## config.mk

```make
export PLATFORM = sky130hd
export DESIGN_NAME = rational_arith_unit_core
export DESIGN_NICKNAME = d
export VERILOG_FILES = /design/src/rtl/rau_pkg.sv /design/src/rtl/rational_arith_unit_core.sv /design/src/rtl/rau_div.sv
export SDC_FILE = /design/constraint.sdc
export NUM_CORES = 2
export LEC_CHECK = 0
export ABC_CLOCK_PERIOD_IN_PS = 10500
export CAP_MARGIN = 30
export CORE_MARGIN = 4
export CORE_UTILIZATION = 41
export CTS_CLUSTER_DIAMETER = 60
export DETAILED_ROUTE_END_ITERATION = 10
export DONT_BUFFER_PORTS = 1
export GPL_ROUTABILITY_DRIVEN = 0
export MAX_ROUTING_LAYER = met4
export PLACE_DENSITY_LB_ADDON = 0.05
export SLEW_MARGIN = 20
export SYNTH_ARGS = -nofsm -noshare
export SYNTH_HDL_FRONTEND = slang
export SYNTH_SLANG_ARGS = --single-unit
```

## constraint.sdc

```tcl
create_clock -name clk -period 10.5 [get_ports clk]
set_input_delay 1.575 -clock clk [delete_from_list [all_inputs] [get_ports clk]]
set_output_delay 1.575 -clock clk [all_outputs]
set_load 0.02 [all_outputs]
```

## src/rtl/rau_pkg.sv

```systemverilog
// ----------------------------------------------------------------------------
// rau_pkg
// Shared types and action codes for the rational arithmetic unit.
// ----------------------------------------------------------------------------
package rau_pkg;

	typedef enum logic [1:0] {
		ACT_ADD = 2'd0,
		ACT_SUB = 2'd1,
		ACT_MUL = 2'd2,
		ACT_DIV = 2'd3
	} action_t;

	// command to the shared divider
	typedef struct packed {
		logic start;
	} div_ctl_t;

	// status back from the shared divider
	typedef struct packed {
		logic done;
	} div_sts_t;

endpackage

```

## src/rtl/rational_arith_unit_core.sv

```systemverilog
// ----------------------------------------------------------------------------
// rational_arith_unit_core
// Adds, subtracts, multiplies or divides two signed fractions and reduces
// the result by its GCD.
// ----------------------------------------------------------------------------
// Input word on s_axis: action, a_num, a_den, b_num, b_den. Result word on
// m_axis: res_num, res_den, invalid. One result word per input word.
// The block takes one word at a time: s_axis_tready is high only when idle.
// Work: three products through one shared multiplier, a sum, then
// Euclid's loop where every remainder step runs the shared restoring
// divider, then two exact divides on the same divider. The run time
// depends on the number of Euclid steps, so on the operands; zero
// denominators skip the loop and the divides and answer invalid.
// Reset clears the sequencer and empties the output register.
// The result sits in the output register until m_axis_tready takes it; the
// next input word is accepted only after the result is taken.
// ----------------------------------------------------------------------------
module rational_arith_unit_core #(
	parameter int OPERAND_WIDTH = 16
) (
	input  logic clk,
	input  logic arst_n,
	input  logic s_axis_tvalid,
	output logic s_axis_tready,
	// action[1:0], a_num, a_den, b_num, b_den (W each), zero pad to bytes
	input  logic [((2+4*OPERAND_WIDTH+7)/8)*8-1:0] s_axis_tdata,
	output logic m_axis_tvalid,
	input  logic m_axis_tready,
	// res_num (2W+1), res_den (2W-1), zero pad to bytes
	output logic [((4*OPERAND_WIDTH+7)/8)*8-1:0] m_axis_tdata,
	// invalid
	output logic m_axis_tuser
);
	localparam int W  = OPERAND_WIDTH;
	localparam int PW = 2 * W;
	localparam int NW = 2 * W + 1;
	localparam int DW = 2 * W - 1;
	localparam int IB = ((2 + 4 * W + 7) / 8) * 8;
	localparam int OB = ((4 * W + 7) / 8) * 8;

	typedef enum logic [9:0] {
		ST_IDLE = 10'b0000000001,
		ST_M0   = 10'b0000000010,
		ST_M1   = 10'b0000000100,
		ST_M2   = 10'b0000001000,
		ST_M3   = 10'b0000010000,
		ST_SUM  = 10'b0000100000,
		ST_GCD  = 10'b0001000000,
		ST_DN   = 10'b0010000000,
		ST_DD   = 10'b0100000000,
		ST_OUT  = 10'b1000000000
	} state_t;

	state_t state_q;

	logic [W-1:0]  an_q, ad_q, bn_q, bd_q;
	logic          ans_q, ads_q, bns_q, bds_q;
	rau_pkg::action_t act_q;
	logic [PW-1:0] p0_q, p1_q, den_q;
	logic          p0s_q, p1s_q, dens_q;
	logic [NW-1:0] num_q;
	logic          nums_q;
	logic [NW-1:0] ga_q, gb_q;
	logic          dwait_q;
	logic [NW-1:0] nred_q;

	// shared multiplier
	logic [W-1:0]  mx, my;
	logic [PW-1:0] mp;
	assign mp = PW'(mx) * PW'(my);

	// shared divider
	rau_pkg::div_ctl_t dctl;
	rau_pkg::div_sts_t dsts;
	logic [NW-1:0] dvd, dvs, quot, rem;

	rau_div #(.W(NW)) u_div (
		.clk(clk), .arst_n(arst_n), .ctl(dctl), .dividend(dvd), .divisor(dvs),
		.sts(dsts), .quot(quot), .rem(rem)
	);

	logic [W-1:0] f_an, f_ad, f_bn, f_bd;
	assign f_an = s_axis_tdata[2 +: W];
	assign f_ad = s_axis_tdata[2 + W +: W];
	assign f_bn = s_axis_tdata[2 + 2 * W +: W];
	assign f_bd = s_axis_tdata[2 + 3 * W +: W];

	function automatic logic [W-1:0] mag_of(input logic [W-1:0] v);
		return v[W-1] ? W'(-v) : v;
	endfunction

	logic          out_v_q;
	logic [NW-1:0] rnum_q;
	logic [DW-1:0] rden_q;
	logic          rinv_q;
	logic          bneg_eff;
	logic          zero_den;
	logic [NW-1:0] sum_mag;
	logic          sum_neg;
	logic          neg_res;

	always_comb begin
		mx = an_q;
		my = bd_q;
		unique case (state_q)
			ST_M0:   begin mx = an_q; my = (act_q == rau_pkg::ACT_MUL) ? bn_q : bd_q; end
			ST_M1:   begin mx = bn_q; my = ad_q; end
			ST_M2:   begin mx = ad_q; my = (act_q == rau_pkg::ACT_DIV) ? bn_q : bd_q; end
			default: begin mx = an_q; my = bd_q; end
		endcase
	end

	// sign of second cross term: subtract flips b_num
	assign bneg_eff = (act_q == rau_pkg::ACT_SUB) ? ~bns_q : bns_q;

	always_comb begin
		sum_mag = '0;
		sum_neg = 1'b0;
		if (p0s_q == p1s_q) begin
			sum_mag = NW'(p0_q) + NW'(p1_q);
			sum_neg = p0s_q;
		end else if (p0_q >= p1_q) begin
			sum_mag = NW'(p0_q - p1_q);
			sum_neg = p0s_q;
		end else begin
			sum_mag = NW'(p1_q - p0_q);
			sum_neg = p1s_q;
		end
		if (sum_mag == '0) sum_neg = 1'b0;
	end

	assign zero_den = (ad_q == '0) || (bd_q == '0) || (den_q == '0);

	always_comb begin
		dctl.start = 1'b0;
		dvd = ga_q;
		dvs = gb_q;
		unique case (state_q)
			ST_GCD:  begin dctl.start = !dwait_q && (gb_q != '0); dvd = ga_q; dvs = gb_q; end
			ST_DN:   begin dctl.start = !dwait_q; dvd = num_q; dvs = ga_q; end
			ST_DD:   begin dctl.start = !dwait_q; dvd = NW'(den_q); dvs = ga_q; end
			default: begin dctl.start = 1'b0; dvd = ga_q; dvs = gb_q; end
		endcase
	end

	assign neg_res = (nred_q != '0) && (nums_q != dens_q);

	always_ff @(posedge clk or negedge arst_n) begin
		if (!arst_n) begin
			state_q <= ST_IDLE;
			dwait_q <= 1'b0;
			out_v_q <= 1'b0;
		end else begin
			if (out_v_q && m_axis_tready) out_v_q <= 1'b0;
			unique case (state_q)
				ST_IDLE: if (s_axis_tvalid && s_axis_tready) state_q <= ST_M0;
				ST_M0:   state_q <= ST_M1;
				ST_M1:   state_q <= ST_M2;
				ST_M2:   state_q <= ST_M3;
				ST_M3:   state_q <= ST_SUM;
				ST_SUM: begin
					if (zero_den) begin
						state_q <= ST_IDLE;
						out_v_q <= 1'b1;
					end else begin
						state_q <= ST_GCD;
					end
				end
				ST_GCD: begin
					if (dctl.start) dwait_q <= 1'b1;
					else if (dsts.done) dwait_q <= 1'b0;
					else if (!dwait_q && gb_q == '0) state_q <= ST_DN;
				end
				ST_DN: begin
					if (dctl.start) dwait_q <= 1'b1;
					else if (dsts.done) begin
						dwait_q <= 1'b0;
						state_q <= ST_DD;
					end
				end
				ST_DD: begin
					if (dctl.start) dwait_q <= 1'b1;
					else if (dsts.done) begin
						dwait_q <= 1'b0;
						state_q <= ST_OUT;
					end
				end
				ST_OUT: begin
					state_q <= ST_IDLE;
					out_v_q <= 1'b1;
				end
				default: state_q <= ST_IDLE;
			endcase
		end
	end

	always_ff @(posedge clk) begin
		unique case (state_q)
			ST_IDLE: begin
				act_q <= rau_pkg::action_t'(s_axis_tdata[1:0]);
				an_q  <= mag_of(f_an);  ans_q <= f_an[W-1];
				ad_q  <= mag_of(f_ad);  ads_q <= f_ad[W-1];
				bn_q  <= mag_of(f_bn);  bns_q <= f_bn[W-1];
				bd_q  <= mag_of(f_bd);  bds_q <= f_bd[W-1];
			end
			ST_M0: begin
				p0_q  <= mp;
				p0s_q <= (mp != '0) &&
					(ans_q != ((act_q == rau_pkg::ACT_MUL) ? bns_q : bds_q));
			end
			ST_M1: begin
				p1_q  <= mp;
				p1s_q <= (mp != '0) && (bneg_eff != ads_q);
			end
			ST_M2: begin
				den_q  <= mp;
				dens_q <= (mp != '0) &&
					(ads_q != ((act_q == rau_pkg::ACT_DIV) ? bns_q : bds_q));
			end
			ST_M3: begin
				if (act_q == rau_pkg::ACT_MUL || act_q == rau_pkg::ACT_DIV) begin
					num_q  <= NW'(p0_q);
					nums_q <= p0s_q;
				end else begin
					num_q  <= sum_mag;
					nums_q <= sum_neg;
				end
			end
			ST_SUM: begin
				ga_q   <= num_q;
				gb_q   <= NW'(den_q);
				rnum_q <= '0;
				rden_q <= '0;
				rinv_q <= 1'b1;
			end
			ST_GCD: if (dsts.done) begin
				ga_q <= gb_q;
				gb_q <= rem;
			end
			ST_DN: if (dsts.done) nred_q <= quot;
			ST_DD: if (dsts.done) rden_q <= DW'(quot);
			ST_OUT: begin
				rnum_q <= neg_res ? NW'(-nred_q) : nred_q;
				rinv_q <= 1'b0;
			end
			default: ;
		endcase
	end

	assign s_axis_tready = (state_q == ST_IDLE) && !out_v_q;
	assign m_axis_tvalid = out_v_q;
	assign m_axis_tdata  = OB'({rden_q, rnum_q});
	assign m_axis_tuser  = rinv_q;

	logic unused_pad;
	assign unused_pad = ^s_axis_tdata[IB-1:2+4*W];
endmodule

```

## src/rtl/rau_div.sv

```systemverilog
// ----------------------------------------------------------------------------
// rau_div
// Restoring unsigned divider, one quotient bit per cycle.
// ----------------------------------------------------------------------------
module rau_div #(
	parameter int W = 33
) (
	input  logic              clk,
	input  logic              arst_n,
	input  rau_pkg::div_ctl_t ctl,
	input  logic [W-1:0]      dividend,
	input  logic [W-1:0]      divisor,
	output rau_pkg::div_sts_t sts,
	output logic [W-1:0]      quot,
	output logic [W-1:0]      rem
);
	localparam int CW = $clog2(W + 1);

	logic [W-1:0]  q_q;
	logic [W-1:0]  r_q;
	logic [W-1:0]  d_q;
	logic [CW-1:0] cnt_q;
	logic          busy_q;
	logic          done_q;
	logic [W:0]    trial;
	logic [W:0]    shifted;

	assign shifted = {r_q, q_q[W-1]};
	assign trial   = shifted - {1'b0, d_q};

	always_ff @(posedge clk or negedge arst_n) begin
		if (!arst_n) begin
			busy_q <= 1'b0;
			done_q <= 1'b0;
			cnt_q  <= '0;
		end else begin
			done_q <= 1'b0;
			if (ctl.start) begin
				busy_q <= 1'b1;
				cnt_q  <= CW'(W);
			end else if (busy_q) begin
				cnt_q <= cnt_q - 1'b1;
				if (cnt_q == CW'(1)) begin
					busy_q <= 1'b0;
					done_q <= 1'b1;
				end
			end
		end
	end

	always_ff @(posedge clk) begin
		if (ctl.start) begin
			q_q <= dividend;
			r_q <= '0;
			d_q <= divisor;
		end else if (busy_q) begin
			if (!trial[W]) begin
				r_q <= trial[W-1:0];
				q_q <= {q_q[W-2:0], 1'b1};
			end else begin
				r_q <= shifted[W-1:0];
				q_q <= {q_q[W-2:0], 1'b0};
			end
		end
	end

	assign sts.done = done_q;
	assign quot     = q_q;
	assign rem      = r_q;
endmodule
```

==> flow_summary_export.csv <==
group,metric,value,unit
grt,grt_max_degree,72,
timing,fin_skew,0.02407,ns
die,start_util,0.4144,
hold_path,hp-class,"reg -> reg",
clock_tree,cts_tree,"yes",
grt,grt_overflow,0,
logic_synthesis,async_flop_share,0.04115,
die,die_y,307.3,um
status,status,"complete, no violations",
worst_setup_path,crit_fanout,13,
routing,via_per_inst,5.725,
grt,grt_first_pass_wirelength,175200,um
grt,grt_pass1_vias,28694,
clock_tree,clock_latency,0.67,ns
timing,maxSlewViolCount,0,
logic_synthesis,syn_inst,3819,
layout,final.fill_count,8545,
logic_synthesis,synthesis.area,36740,um^2
timing,finalSetupViolCount,0,
logic_synthesis,synthesis.nets,4334,
timing,min_period,9.892,ns
logic_synthesis,yosys_warnings,0,
clock_tree,hold_buffers,0,
routing,vias,28746,
worst_setup_path,cp-start-kind,"register",
logic_synthesis,seq_area_frac_synth,0.3856,
worst_setup_path,required,10.89,ns
placement,io_buffers,0,
logic_synthesis,ys_top_cells_by_area,"edfxtp_1, fa_1, ha_1, nand2_1, inv_1",
hold_path,whs_path_depth,0,
logic_synthesis,synthTopCellsByCount,"nand2_1, edfxtp_1, inv_1",
worst_setup_path,crit_type,"reg -> reg",
clock_tree,clkTransAtPathRegs,0.06,ns
die,io_pins,143,
worst_setup_path,worstReg2RegEnd,"p0s_q",
worst_setup_path,reg2reg_depth,30,
timing,fin_worst_hold_slack,0.4609,ns
worst_setup_path,critPathCaptureType,"register",
worst_setup_path,r2r-start,"state_q[5]",
hold_path,hp-start,"u_div.quot[31]",
grt,antenna_found_initial,2,
routing,drt_iter0_drc,2530,
timing,max_freq,101.1,MHz
logic_synthesis,yosysMostFrequentCell,"nand2_1",
routing,drt-pass1-iter-count,6,
job,max-cap-violations,0,
routing,post_drt_wl_per_cell,22.87,um
logic_synthesis,synth_cell_type_count,96,
clock_tree,root_buffer,"clkbuf_16",
clock_tree,h-tree-depth,2,
routing,ant_nets,0,
worst_setup_path,crit_path_max_incr_delay,0.66,ns
routing,wirelength,114800,um
worst_setup_path,cp.arrival,10.28,ns
hold_path,whs_endpoint,"nred_q[31]",
layout,final_util,0.4563,
placement,dp_hpwl,88960,um
logic_synthesis,synth_top_area_frac,0.3539,
timing,slew_headroom,0.2710,
layout,layout-drive-gt1-share,0.07339,
logic_synthesis,ys_seq_elements,486,
die,rows,109,
layout,seqCellArea,14170,um^2
logic_synthesis,avgSynthCellArea,9.619,um^2
layout,fin_nets,4321,
timing,worst_pin_slew,1.090,ns
die,core_area,88650,um^2
logic_synthesis,synth_edf_count,433,
grt,grt_use_total,0.2468,
die,die_x,307.3,um
clock_tree,numCtsBuffers,61,
routing,drc,0,
clock_tree,clock_sinks,486,
worst_setup_path,crit_top_cell,"fa_1",
timing,rsz0062_at_grt,"false",
timing,post-route-period-util,0.9421,
logic_synthesis,synth_flop_cell,"edfxtp_1",
layout,multi_input_area,20540,um^2
logic_synthesis,yosysTopAreaCell,"edfxtp_1",
die,dieArea,94450,um^2
worst_setup_path,rrSetupSlack,0.61,ns
worst_setup_path,cp_slowest_cell,"a221oi_1",
layout,num_antenna_cells,0,
timing,hold_viol_final,0,
timing,fin_setup_tns,0,ns
layout,area_growth,10.11,%
clock_tree,clockBufferDepth,3,
==> cell families (layout without fill, tap and decap cells) <==
kind of cell               count (synthesis)  after routing  share of synthesized area
and+or+nand+nor                         1360           1360                     0.1694
xor gates and xnor gates                 157            157                    0.03764
AOI/OAI and AO/OA                        755            755                     0.1415
adders and majority gates                439            439                     0.1900
DFF                                      486            486                     0.3856
buffers and inverters                    564            601                    0.05875
muxes                                     58             58                    0.01710
==> layout by cell type (no fill, tap or decap), types with 21 or more instances in the layout <==
master     count
nand2_1      565
a31oi_1       60
o211ai_1      21
o31ai_1       37
ha_1         241
clkbuf_16     62
a221oi_1      22
xnor2_1      105
nand3_1       44
mux2_2        38
a221o_1       27
o21a_1        23
a211oi_1      28
nor2_1       355
edfxtp_1     433
a21oi_1      166
xor2_1        48
buf_4         77
a22oi_1       38
dfxtp_1       33
nor2b_1       21
inv_1        399
and2_1        85
o21ai_0      126
a311oi_1      30
a21o_1        49
or3_1         44
nor3_1        53
nand2b_1      35
nand4_1       35
nor4_1        42
fa_1         198
==> per-stage QoR <==
| stage | instance area (um^2) | worst slack (ns) | std cells |
|---|---|---|---|
| 2_1_floorplan | 36740 | 1.038 | 3819 |
| 3_3_place_gp | 38220 | 0.2505 | 4901 |
| 4_1_cts | 40400 | 0.1690 | 5020 |
| 5_1_grt | 40450 | 0.08534 | 5021 |
| 6_report | 40450 | 0.6082 | 5021 |
| 3_5_place_dp | 38270 | 0.1999 | 4907 |
==> critical path: cells and delay by family, from the launching register on <==
kind	cells	cell delay [ns]
flip-flops	1	0.41
AO/OA/AOI/OAI	8	2.17
adder cells (fa/ha/maj)	7	3.35
AND/OR/NAND/NOR	9	3.03
buffers and inverters	6	0.65
==> timing repair <==
item                                   in CTS  in global routing
setup endpoints to repair                   0                  3
gates resized for setup                     0                  4
endpoints found under the hold margin       0                  0
setup buffers                               0                  0
==> state kept, by name (all words and copies together) (netlist names), 33 cells and up <==
signal and flops:
u_div.d_q 33, ga_q 33, num_q 33, u_div.quot 33, rnum_q 33, nred_q 33, gb_q 33, u_div.rem 33
==> layer usage <==
layer,routed length (um),global-route usage,share of wire
met1,47010,0.3077,0.41
met3,6931,0.03033,0.060
met5,0,-,0
met4,5183,0.09799,0.045
met2,55690,0.4115,0.49
==> worst max path at each step <==
stage / cells after the start / start / slack [ns] / endpoint
after floorplan: 28 / state_q[5] / 1.04 / dens_q
after global placement: 30 / state_q[5] / 0.25 / dens_q
after detailed placement: 31 / state_q[5] / 0.20 / p1s_q
after CTS: 30 / state_q[5] / 0.17 / p1s_q
after global routing: 33 / state_q[5] / 0.09 / dens_q
final: 30 / state_q[5] / 0.61 / p0s_q
==> cell type report <==
class                   count  area share
multi-input cells        2769      0.5078
flip-flops and latches    486      0.3502
clock buffers              75     0.04080
inverters                 406     0.03774
well taps                1165     0.03604
repair buffers             82     0.01556
clock inverters            38     0.01185
Power is left out: the tool's default activity adds up to more than one toggle a clock period on the data nets, which glitch-free logic cannot reach.
